`config.mk`:
```
export PLATFORM = sky130hd
export DESIGN_NAME = rmvt_ctrl
export DESIGN_NICKNAME = d
export VERILOG_FILES = /design/src/rtl/rmvt_pkg.sv /design/src/rtl/rmvt_ctrl.sv
export SDC_FILE = /design/constraint.sdc
export NUM_CORES = 1
export LEC_CHECK = 0
export BUFFER_PORTS_ARGS = -buffer_cell sky130_fd_sc_hd__buf_2
export CORE_MARGIN = 5
export CORE_UTILIZATION = 64
export CTS_BUF_LIST = sky130_fd_sc_hd__clkbuf_8
export CTS_CLUSTER_DIAMETER = 30
export DETAILED_ROUTE_END_ITERATION = 8
export GPL_ROUTABILITY_DRIVEN = 0
export PLACE_DENSITY = 0.86
export SLEW_MARGIN = 40
export SYNTH_ARGS = -nofsm -noshare
export SYNTH_HDL_FRONTEND = slang
export SYNTH_SLANG_ARGS = --single-unit
export TNS_END_PERCENT = 30
```
`constraint.sdc`:
```
create_clock -name clk -period 3.3 [get_ports clk]
set_clock_uncertainty 0.2 [all_clocks]
set_input_delay 0.66 -clock clk [delete_from_list [all_inputs] [get_ports clk]]
set_output_delay 0.66 -clock clk [all_outputs]
set_load 0.02 [all_outputs]
```
`src/rtl/rmvt_pkg.sv`:
```
`timescale 1ns / 1ps
package rmvt_pkg;

  localparam logic [1:0] FUNC_START   = 2'd0;
  localparam logic [1:0] FUNC_UPDATE  = 2'd1;
  localparam logic [1:0] FUNC_COMPARE = 2'd2;

  localparam logic [1:0] REG_ALPHA    = 2'd0;
  localparam logic [1:0] REG_INIT_VAR = 2'd1;
  localparam logic [1:0] REG_VAR_FLR  = 2'd2;

  localparam logic [16:0] ALPHA_ONE       = 17'd65536;
  localparam logic [16:0] ALPHA_RESET     = 17'd6554;
  localparam logic [47:0] INIT_VAR_RESET  = 48'd42949673;
  localparam logic [47:0] VAR_FLOOR_RESET = 48'd429497;

  typedef enum logic [3:0] {
    OP_NONE,
    OP_LOAD,
    OP_MEAN_A,
    OP_MEAN_B,
    OP_MEAN_END,
    OP_SQ,
    OP_VAR_A,
    OP_VAR_B,
    OP_VAR_END,
    OP_CMP_SQ,
    OP_DEN_LL,
    OP_DEN_LH,
    OP_DEN_HH,
    OP_DIV_INIT,
    OP_DIV_STEP,
    OP_DIV_END
  } op_t;

  typedef struct packed {
    op_t op;
  } dp_cmd_t;

  typedef struct packed {
    logic var_zero;
  } dp_stat_t;

endpackage

```
`src/rtl/rmvt_ctrl.sv`:
```
`timescale 1ns / 1ps
module rmvt_ctrl
  import rmvt_pkg::*;
(
  input  logic       clk,
  input  logic       rst,
  input  logic       in_fire,
  input  logic [1:0] in_func,
  input  logic       out_free,
  input  dp_stat_t   stat,
  output dp_cmd_t    cmd,
  output logic       busy,
  output logic       done
);

  typedef enum logic [2:0] {
    S_IDLE, S_UPD, S_CMP, S_DIV, S_DONE
  } state_t;

  state_t     state;
  logic [3:0] step;
  logic [6:0] iter;

  always_comb begin
    cmd.op = OP_NONE;
    unique case (state)
      S_IDLE: begin
        if (in_fire) begin
          cmd.op = OP_LOAD;
        end
      end
      S_UPD: begin
        unique case (step)
          4'd0: cmd.op = OP_MEAN_A;
          4'd1: cmd.op = OP_MEAN_B;
          4'd2: cmd.op = OP_MEAN_END;
          4'd3: cmd.op = OP_SQ;
          4'd4: cmd.op = OP_VAR_A;
          4'd5: cmd.op = OP_VAR_B;
          4'd6: cmd.op = OP_VAR_END;
          default: cmd.op = OP_NONE;
        endcase
      end
      S_CMP: begin
        unique case (step)
          4'd0: cmd.op = OP_CMP_SQ;
          4'd1: cmd.op = OP_DEN_LL;
          4'd2: cmd.op = OP_DEN_LH;
          4'd3: cmd.op = OP_DEN_HH;
          4'd4: cmd.op = OP_DIV_INIT;
          default: cmd.op = OP_NONE;
        endcase
      end
      S_DIV: begin
        cmd.op = (iter == 7'd127) ? OP_DIV_END : OP_DIV_STEP;
      end
      S_DONE: cmd.op = OP_NONE;
      default: cmd.op = OP_NONE;
    endcase
  end

  assign busy = (state != S_IDLE);

  always_ff @(posedge clk) begin
    if (rst) begin
      state <= S_IDLE;
      step  <= '0;
      iter  <= '0;
      done  <= 1'b0;
    end else begin
      done <= 1'b0;
      unique case (state)
        S_IDLE: begin
          step <= '0;
          if (in_fire) begin
            priority case (in_func)
              FUNC_UPDATE:  state <= S_UPD;
              FUNC_COMPARE: state <= S_CMP;
              default:      state <= S_DONE;
            endcase
          end
        end
        S_UPD: begin
          step <= step + 4'd1;
          if (step == 4'd6) begin
            state <= S_DONE;
          end
        end
        S_CMP: begin
          step <= step + 4'd1;
          if (step == 4'd0 && stat.var_zero) begin
            state <= S_DONE;
          end else if (step == 4'd4) begin
            state <= S_DIV;
            iter  <= '0;
          end
        end
        S_DIV: begin
          iter <= iter + 7'd1;
          if (iter == 7'd127) begin
            state <= S_DONE;
          end
        end
        S_DONE: begin
          if (out_free) begin
            done  <= 1'b1;
            state <= S_IDLE;
          end
        end
        default: state <= S_IDLE;
      endcase
    end
  end

  a_done_from_done: assert property (@(posedge clk) disable iff (rst)
    done |-> $past(state) == S_DONE) else $error("done without finish state");
  a_fire_idle: assert property (@(posedge clk) disable iff (rst)
    in_fire |-> state == S_IDLE) else $error("accept while busy");
  a_iter_range: assert property (@(posedge clk) disable iff (rst)
    state == S_DIV && iter == 7'd127 |=> state == S_DONE) else $error("divide overrun");

endmodule

```
; ---- After elaboration in Yosys (flattened, before gate mapping)
; Cells that the tools add are included.
[word_totals]
ff_bits = 15
input_bits = 7
out_inout_bits = 6
[classes]
add_sub_neg = 2
n_eq_ne = 20
mux = 18
bitwise_logic = 1
n_reduce_logical = 10
[ops]
columns = op, count
row1 = case mux 4 bit (7 select lines), 1
row2 = case mux 4 bit (5 select lines), 1
row3 = two-way mux 3 bit, 6
row4 = case mux 4 bit (4 select lines), 1
row5 = case mux 3 bit (5 select lines), 1
row6 = two-way mux 7 bit, 2
row7 = case mux 7 bit (2 select lines), 1
row8 = == test 4 x 3 -> 1 bit (second input constant), 3
row9 = != test 2 bit (second input constant), 6
row10 = == test 4 x 2 -> 1 bit (second input constant), 2
row11 = case mux 4 bit (2 select lines), 1
row12 = adder 7 x 1 -> 7 bit (second input constant), 1
row13 = == test 7 bit (second input constant), 1
row14 = == test 3 x 2 -> 1 bit (second input constant), 2
row15 = case mux 3 bit (2 select lines), 1
row16 = AND reduction 5 bit, 1
row17 = adder 4 x 1 -> 4 bit (second input constant), 1
row18 = == test 4 x 1 -> 1 bit (second input constant), 1
row19 = zero test 4 bit, 1
row20 = nonzero test 2 bit, 2
row21 = OR reduction 2 bit, 2
row22 = == test 3 x 1 -> 1 bit (second input constant), 1
row23 = == test 3 bit (second input constant), 1
row24 = zero test 3 bit, 1
row25 = other kinds (8), 10

; ---- Longest topological paths before layout
; Gate-level depths: netlist of the first run.
[depth]
depth_word = 4
ltp_mapped = 7
mapped_depth_nobuf = 6

; ---- Least setup slack after synthesis of the first run
; OpenSTA, ideal clock, no wires.
[synth_timing]
path_kind = reg2out
start = register step[0]
end = output cmd[0] (netlist bit)
t_arrival_ps = 1414
required_time_ps = 2440
setup_slack_ps = 1026
stages_incl_launch_ff = 7
n_path_buf = 0
path_cell_list = dfxtp_1 inv_1 ha_1 nor3_1 nor3_1 o21ai_0 o211ai_1
[synth_lines]
columns = element, line
row1 = start: declaration, rmvt_ctrl.sv:21  ; logic [3:0] step;
row2 = start signal: assignment, rmvt_ctrl.sv:84  ; step <= step + 4'd1;
row3 = start signal: assignment, rmvt_ctrl.sv:90  ; step <= step + 4'd1;
row4 = end: declaration, rmvt_ctrl.sv:11  ; output dp_cmd_t cmd,

==> results of run 1 <==
## kinds of logic (layout without fill, tap and decap cells)
kind of cell	Yosys count	in the layout	share of synthesized area [%]
AND/OR/NAND/NOR	55	55	26.7
AO/OA/AOI/OAI	41	41	24.7
buffers and inverters	17	23	6.53
flip-flops	15	15	26.5
adder cells (fa/ha/maj)	10	10	10.6
XOR/XNOR	4	4	3.10
multiplexers	2	2	1.88
## sequential cells by signal, summed over array words and instances, names as in the netlist
register	flops
state	3
iter	7
step	4
done	1
## critical path, delay by kind of cell (launching register included)
| family | cells | cell delay (ps) |
|---|---|---|
| flops | 1 | 680 |
| buf+inv | 1 | 190 |
| simple gates | 1 | 450 |
| compound gates | 2 | 450 |
## through the flow
step / setup WS (ps) / cells / cell area [sq um] / total power, uW
global route: 259 / 175 / 1220 / 549
detailed placement: 723 / 171 / 1170 / 375
finish: 429 / 175 / 1220 / 513
floorplan: 1030 / 144 / 1130 / 339
global placement: 814 / 171 / 1170 / 371
CTS: 450 / 175 / 1220 / 518
## per-layer routing
metal / share of wire, % / GRT usage (%) / routed length [um]
met1: 45 / 25.0 / 1120
met2: 49 / 37.2 / 1230
met3: 5.1 / 5.73 / 127
met4: 0.84 / 4.37 / 21
met5: 0 / 0 / 0
## report_power, final
part | internal, uW | switching [uW] | leakage (uW) | total, uW
Clock | 82.2 | 59.1 | 0.0000269 | 141
Sequential | 190 | 32.2 | 0.000121 | 222
Combinational | 66.2 | 83.9 | 0.000351 | 150
Total | 338 | 175 | 0.000500 | 513
## cell type report
type                            count  area [sq um]  area share [%]
Clock buffer                        3          41.3            3.38
Clock inverter                      1          3.75           0.308
Inverter                            7          26.3            2.15
Multi-Input combinational cell    112           757            62.1
Sequential cell                    15           300            24.6
Tap cell                           25          31.3            2.56
Timing Repair Buffer               12          60.1            4.92
## layout by cell type (no fill, tap or decap), drive strengths merged, types with 3 or more instances in the layout
cell,n
xor2,4
nand2b,3
buf,12
dfxtp,15
o211ai,4
nand2,6
nor2b,3
clkbuf,3
ha,8
o21ai,8
a21oi,10
nor2,18
nand3b,3
inv,8
nor3,6
a211oi,3
## worst paths after layout
path	endpoint	slack [ps]	cells past startpoint
worst min register to register	iter[6]$_SDFFE_PP0P_	320	1
worst max-delay path	cmd[0]	430	4
worst min-delay path	iter[6]$_SDFFE_PP0P_	320	1
worst max register to register	state[0]$_SDFFE_PP0P_	1150	6
==> impl_metrics.yaml, run 1 <==
place:
  port_buffers: 12
  hpwlAfterDp_um: 1820
clock_network:
  clock-root-buffer: "clkbuf_8"
  clockBufferDepth: 2
  cts_resized: 0
  cts_tree: "built"
  clk_pin_slew_ps: 60
  numClockSinks: 15
  cts_buffers: 3
  insertion_delay_ps: 240
  postCtsSetupBuffers: 0
  cts_hold_buf: 0
  h-tree-depth: 1
finish:
  n_antenna_cell: 0
  syn2layout_area_growth_pct: 7.85
  fin_util_pct: 71.4
  drive_above_1_share_pct: 12.0
  layout.nets: 166
  fillers: 136
worst_setup_path:
  critPathLaunch: "state[1]$_SDFFE_PP0P_"
  r2r_start: "step[0]$_SDFFE_PP0P_"
  crit_slowest_cell: "dfxtp_1"
  cp-end-kind: "output pin"
  crit_chain: "nor3b_1, o21ai_0, o211ai_1, buf_2"
  slowest_delay_ps: 680
  crit_arrival_ps: 2010
  worstPathMaxFanout: 19
  crit_type: "register to output pin"
  cp-start-kind: "register"
  critical_path_required_ps: 2440
synth:
  synth.top_cells.by_area: "dfxtp_1, ha_1, nor2_1"
  synth_top_cell_by_area: "dfxtp_1"
  syn_nets: 159
  syn_area_per_cell_sq_um: 7.85
  netlist_area_sq_um: 1130
  async_flop_share_pct: 0
  ys_seq_area_share_pct: 26.5
  synth_cell_type_count: 47
  synth.most_common_cell: "nor2_1"
  synthCells: 144
  yosys_warnings: 0
  synth_ff_type: "dfxtp_1"
  synth-edff-count: 0
  ys_ff_latch: 15
  synth_top_area_share_pct: 26.5
  synth_common_cells: "nor2_1, dfxtp_1, a21oi_1"
run_status:
  outcome: "complete, no violations"
pwr:
  ir_drop_mv: 0.297
  p_leak_uw: 0.000500
  p_per_area_nw_per_um2: 421
sta:
  fin_crit_sh_pct: 87.0
  min_period_ps: 2870
  finalSetupViolCount: 0
  max_slew_margin_pct: 53.2
  holdWs_ps: 324
  tightest_slew_ps: 701
  slew_violations: 0
  grt_setup_unrepaired: "no"
  fmax_mhz: 348
  finalHoldViolCount: 0
  fin_setup_tns_ps: 0
global_routing:
  grt_pass1_vias: 1044
  grt_max_degree: 24
  grt_pass1_wl_um: 4340
  antenna_found_initial: 0
  grtUsageTotal_pct: 21.0
  overflow: 0
min_path:
  worstHoldPathType: "register to register"
  hold_path_startpoint: "iter[6]$_SDFFE_PP0P_"
run:
  maxCapViolations: 0
floorplan:
  initial_core_util_pct: 66.2
  die_h_um: 52.0
  rows: 15
  die-area_sq_um: 2710
  io-pin-count: 13
  die_x_um: 52.0
  core-area_sq_um: 1710
route:
  ant_nets: 0
  viasPerCell: 6.11
  drt-total-wl_um: 2500
  vias: 1069
  drt-pass1-iter-count: 4
  drc_errors: 0
  wl_per_cell_um: 14.3
  dr.first_iter.drc_count: 34
Power figures use the tool's default switching activity.
==> inputs of run 2 (changes only) <==
--- a/config.mk
+++ b/config.mk
@@ -7,12 +7,12 @@
 export LEC_CHECK = 0
 export BUFFER_PORTS_ARGS = -buffer_cell sky130_fd_sc_hd__buf_2
 export CORE_MARGIN = 5
-export CORE_UTILIZATION = 64
-export CTS_BUF_LIST = sky130_fd_sc_hd__clkbuf_8
+export CORE_UTILIZATION = 61
+export CTS_BUF_LIST = sky130_fd_sc_hd__clkbuf_8 sky130_fd_sc_hd__clkbuf_16
 export CTS_CLUSTER_DIAMETER = 30
 export DETAILED_ROUTE_END_ITERATION = 8
 export GPL_ROUTABILITY_DRIVEN = 0
-export PLACE_DENSITY = 0.86
+export PLACE_DENSITY = 0.83
 export SLEW_MARGIN = 40
 export SYNTH_ARGS = -nofsm -noshare
 export SYNTH_HDL_FRONTEND = slang
==> constraint.sdc (replaced) <==
create_clock -name clk -period 3.3 [get_ports clk]
set_clock_uncertainty 0.2 [all_clocks]
set_input_delay 0 -clock clk [delete_from_list [all_inputs] [get_ports clk]]
set_output_delay 0 -clock clk [all_outputs]
set_load 0.02 [all_outputs]
==> impl_metrics.yaml, run 2 (same netlist as run 1, synthesis figures left out) <==
run_status:
  outcome: "complete, no violations"
worst_setup_path:
  cp-end-kind: "register"
  cp-start-kind: "register"
  crit_slowest_cell: "dfxtp_1"
  critical_path_required_ps: 3290
  worstPathMaxFanout: 19
  slowest_delay_ps: 700
  r2r_cells: 5
  cp_top_family: "flip-flops"
  cp.depth: 5
  crit_type: "register to register"
  worst-path-buf-inv: 1
  crit_arrival_ps: 2670
  crit_chain: "nor2_1, a32o_1, or4_1, a21oi_1, dlygate4sd3_1"
route:
  wl_per_cell_um: 13.8
  drc_errors: 0
  viasPerCell: 5.99
  ant_nets: 0
  vias: 1066
  drt-pass1-iter-count: 4
  dr.first_iter.drc_count: 24
  drt-total-wl_um: 2460
global_routing:
  grtUsageTotal_pct: 20.8
  grt_max_degree: 24
  grt_pass1_vias: 986
  overflow: 0
  grt_pass1_wl_um: 4320
  antenna_found_initial: 0
sta:
  finalHoldViolCount: 0
  min_period_ps: 2690
  fin_setup_tns_ps: 0
  slew_violations: 0
  grt_setup_unrepaired: "no"
  tightest_slew_ps: 686
  fmax_mhz: 372
  max_slew_margin_pct: 54.2
  fin_crit_sh_pct: 81.4
  finalSetupViolCount: 0
clock_network:
  postCtsSetupBuffers: 0
  clockBufferDepth: 2
  insertion_delay_ps: 240
  numClockSinks: 15
  cts_tree: "built"
  cts_buffers: 3
  clk_pin_slew_ps: 60
  h-tree-depth: 1
  clock-root-buffer: "clkbuf_8"
finish:
  drive_above_1_share_pct: 11.8
  top_regs: "iter (7), step (4), state (3)"
  fin_util_pct: 71.6
  multiInputGateArea_sq_um: 757
  layout.nets: 169
  fillers: 147
  layout.area.seq_sq_um: 300
  top_register: "iter"
  syn2layout_area_growth_pct: 10.5
  final_cell_mix: "nor2_1, dfxtp_1, buf_2, a21oi_1"
  n_antenna_cell: 0
  largest_register_ff_count: 7
  final_common_cell: "nor2_1"
floorplan:
  die_x_um: 53.1
  die_h_um: 53.1
  initial_core_util_pct: 64.8
  io-pin-count: 13
  rows: 15
  die-area_sq_um: 2820
  core-area_sq_um: 1750
run:
  maxCapViolations: 0
pwr:
  p_leak_uw: 0.000514
  ir_drop_mv: 0.348
  p_per_area_nw_per_um2: 414
place:
  hpwlAfterDp_um: 1780
  port_buffers: 12
min_path:
  worstHoldPathType: "input pin to register"
  hold_depth: 4
run 2: cell types whose count changed in the layout (fill, tap and decap cells not counted), sizes merged:
cell | previous run | this run
dlygate4sd3 | 0 | 3
run 2: final timing paths:
kind / start / end / slack [ps]
max reg2reg: state[2]$_SDFFE_PP0P_ / state[2]$_SDFFE_PP0P_ / 610
max: state[2]$_SDFFE_PP0P_ / state[2]$_SDFFE_PP0P_ / 610
min: stat / state[1]$_SDFFE_PP0P_ / 60
min reg2reg: iter[6]$_SDFFE_PP0P_ / iter[6]$_SDFFE_PP0P_ / 320
run 2: repair_timing:
action                    4_1_cts  5_1_grt
hold buffers                    3        0
resized for setup               0        0
hold endpoints to repair       11        0
run 2: cell type report:
| cell class | count | area share [%] |
|---|---|---|
| flip-flops and latches | 15 | 24.0 |
| clock buffers | 3 | 3.30 |
| well taps | 25 | 2.50 |
| inverters | 7 | 2.10 |
| clock inverters | 1 | 0.300 |
| repair buffers | 15 | 7.21 |
| multi-input cells | 112 | 60.6 |
run 2: power breakdown:
part | leakage (uW) | switching, uW | internal [uW]
registers | 0.000121 | 32.0 | 190
logic | 0.000366 | 85.3 | 70.8
clock network | 0.0000269 | 57.4 | 82.2
run 2: routing by layer:
| metal | routed length (um) | share of wire, % | vias to the layer above | track usage, % |
|---|---|---|---|---|
| met5 | 0 | 0 | - | 0 |
| met4 | 30 | 1.2 | 0 | 5.11 |
| met3 | 125 | 5.1 | 5 | 5.35 |
| met2 | 1160 | 47 | 26 | 35.7 |
| met1 | 1150 | 47 | 486 | 25.6 |
| li1 | - | - | 549 | - |
run 2: tightest hold or removal path, stage by stage:
cell and delay [ps]:
buf_2 90, nor2_1 30, o21ai_0 220, a311oi_1 110
run 2: per-stage QoR:
| stage | hold slack [ps] | power, uW | cells | setup slack (ps) | cell area [sq um] |
|---|---|---|---|---|---|
| final | 61.6 | 518 | 178 | 613 | 1250 |
| after floorplan | -13.6 | 339 | 144 | 1410 | 1130 |
| after detailed placement | 110 | 373 | 171 | 1210 | 1170 |
| after CTS | 46.1 | 521 | 178 | 658 | 1250 |
| after global placement | 98.0 | 370 | 171 | 1270 | 1170 |
| after global routing | 127 | 552 | 178 | 480 | 1250 |
==> inputs of run 3 (changes only) <==
--- a/config.mk
+++ b/config.mk
@@ -7,12 +7,12 @@
 export LEC_CHECK = 0
 export BUFFER_PORTS_ARGS = -buffer_cell sky130_fd_sc_hd__buf_2
 export CORE_MARGIN = 5
-export CORE_UTILIZATION = 61
+export CORE_UTILIZATION = 57
 export CTS_BUF_LIST = sky130_fd_sc_hd__clkbuf_8 sky130_fd_sc_hd__clkbuf_16
 export CTS_CLUSTER_DIAMETER = 30
 export DETAILED_ROUTE_END_ITERATION = 8
 export GPL_ROUTABILITY_DRIVEN = 0
-export PLACE_DENSITY = 0.83
+export PLACE_DENSITY = 0.78
 export SLEW_MARGIN = 40
 export SYNTH_ARGS = -nofsm -noshare
 export SYNTH_HDL_FRONTEND = slang
==> constraint.sdc (replaced) <==
create_clock -name clk -period 2.8 [get_ports clk]
set_clock_uncertainty 0.2 [all_clocks]
set_input_delay 0 -clock clk [delete_from_list [all_inputs] [get_ports clk]]
set_output_delay 0 -clock clk [all_outputs]
set_load 0.02 [all_outputs]
==> impl_metrics.yaml, run 3 (same netlist as run 1, synthesis figures left out) <==
finish:
  layout.nets: 170
  top_register: "iter"
  top_regs: "iter (7), step (4), state (3)"
  final_cell_mix: "nor2_1, dfxtp_1, buf_2, a21oi_1"
  largest_register_ff_count: 7
  drive_above_1_share_pct: 13.0
  fillers: 183
  syn2layout_area_growth_pct: 11.5
  n_antenna_cell: 0
  final_common_cell: "nor2_1"
  fin_util_pct: 65.6
run_status:
  outcome: "complete, no violations"
place:
  pre_cts_slack_ps: 680
  hpwlAfterDp_um: 1860
  port_buffers: 12
clock_network:
  postCtsSetupBuffers: 0
  insertion_delay_ps: 240
  cts_resized: 0
  cts_tree: "built"
  cts_hold_buf: 3
  numClockSinks: 15
  clk_pin_slew_ps: 60
  clockBufferDepth: 2
  clock-root-buffer: "clkbuf_8"
  cts_buffers: 3
  h-tree-depth: 1
global_routing:
  grt_pass1_wl_um: 4300
  grt_pass1_vias: 1012
  antenna_found_initial: 0
  overflow: 0
  grt_max_degree: 24
  grtUsageTotal_pct: 20.0
worst_setup_path:
  critical_path_required_ps: 2790
  crit_arrival_ps: 2620
  cp_top_family: "flip-flops"
  cp-start-kind: "register"
  worstPathMaxFanout: 19
  r2r_cells: 5
  crit_slowest_cell: "dfxtp_1"
  crit_chain: "nor2_1, a32o_1, or4_1, a21oi_1, dlygate4sd3_1"
  cp.depth: 5
  cp-end-kind: "register"
  slowest_delay_ps: 690
  worst-path-buf-inv: 1
  crit_type: "register to register"
sta:
  fin_setup_tns_ps: 0
  finalSetupViolCount: 0
  tightest_slew_ps: 714
  finalHoldViolCount: 0
  fmax_mhz: 380
  fin_crit_sh_pct: 94.0
  holdWs_ps: 58.5
  slew_violations: 0
  worst_slack_ps: 168
  max_slew_margin_pct: 52.3
  min_period_ps: 2630
  grt_setup_unrepaired: "no"
route:
  drt-total-wl_um: 2590
  viasPerCell: 6.06
  dr.first_iter.drc_count: 45
  vias: 1097
  drc_errors: 0
  wl_per_cell_um: 14.3
  drt-pass1-iter-count: 4
  ant_nets: 0
floorplan:
  initial_core_util_pct: 58.9
  core-area_sq_um: 1920
  io-pin-count: 13
  die_x_um: 54.5
  rows: 16
  die_h_um: 54.5
  die-area_sq_um: 2980
min_path:
  worstHoldPathType: "input pin to register"
  hold_depth: 4
pwr:
  ir_drop_mv: 0.467
  p_per_area_nw_per_um2: 488
  p_leak_uw: 0.000518
run:
  maxCapViolations: 0
run 3: cell count changes in the layout (fill, tap and decap cells not counted), sizes merged:
cell / before / now
buf: 12 / 13
clkinv: 0 / 1
inv: 8 / 7
run 3: per-stage QoR:
stage	cell area (sq um)	total power, uW	instances
floorplan	1130	400	144
global placement	1180	437	174
detailed placement	1180	442	174
CTS	1260	618	181
global route	1260	660	181
finish	1260	615	181
run 3: worst register-to-register path, stage by stage, from the launching register on:
cell	delay (ps)
dfxtp_1	690
nor2_1	220
a32o_1	330
or4_1	470
a21oi_1	120
dlygate4sd3_1	550
run 3: area by class of cell:
cell class                 count  area [sq um]  area share (%)
inverter                       7          26.3            2.08
multi-input combinational    112           757            60.0
tap                           27          33.8            2.68
timing repair buffer          16          97.6            7.74
clock buffer                   3          41.3            3.27
sequential                    15           300            23.8
clock inverter                 1          5.00           0.397
run 3: layer usage:
metal,vias up,part of all wire (%),track usage [%]
li1,547,-,-
met1,508,46,25.3
met2,38,46,32.3
met3,4,6.4,5.72
met4,0,1.0,7.05
met5,-,0,0
run 3: path summary, 6_finish.rpt:
kind,startpoint,end,slack [ps]
setup / recovery,state[2]$_SDFFE_PP0P_,state[2]$_SDFFE_PP0P_,170
hold / removal,stat,state[1]$_SDFFE_PP0P_,60
setup reg to reg,state[2]$_SDFFE_PP0P_,state[2]$_SDFFE_PP0P_,170
hold reg to reg,iter[3]$_SDFFE_PP0P_,iter[3]$_SDFFE_PP0P_,320
run 3: power breakdown:
part           internal [uW]  leakage, uW  switching, uW
Sequential               224     0.000121           37.0
Combinational           83.7     0.000371            102
Clock                   98.3    0.0000255           70.6
Total                    406     0.000518            210
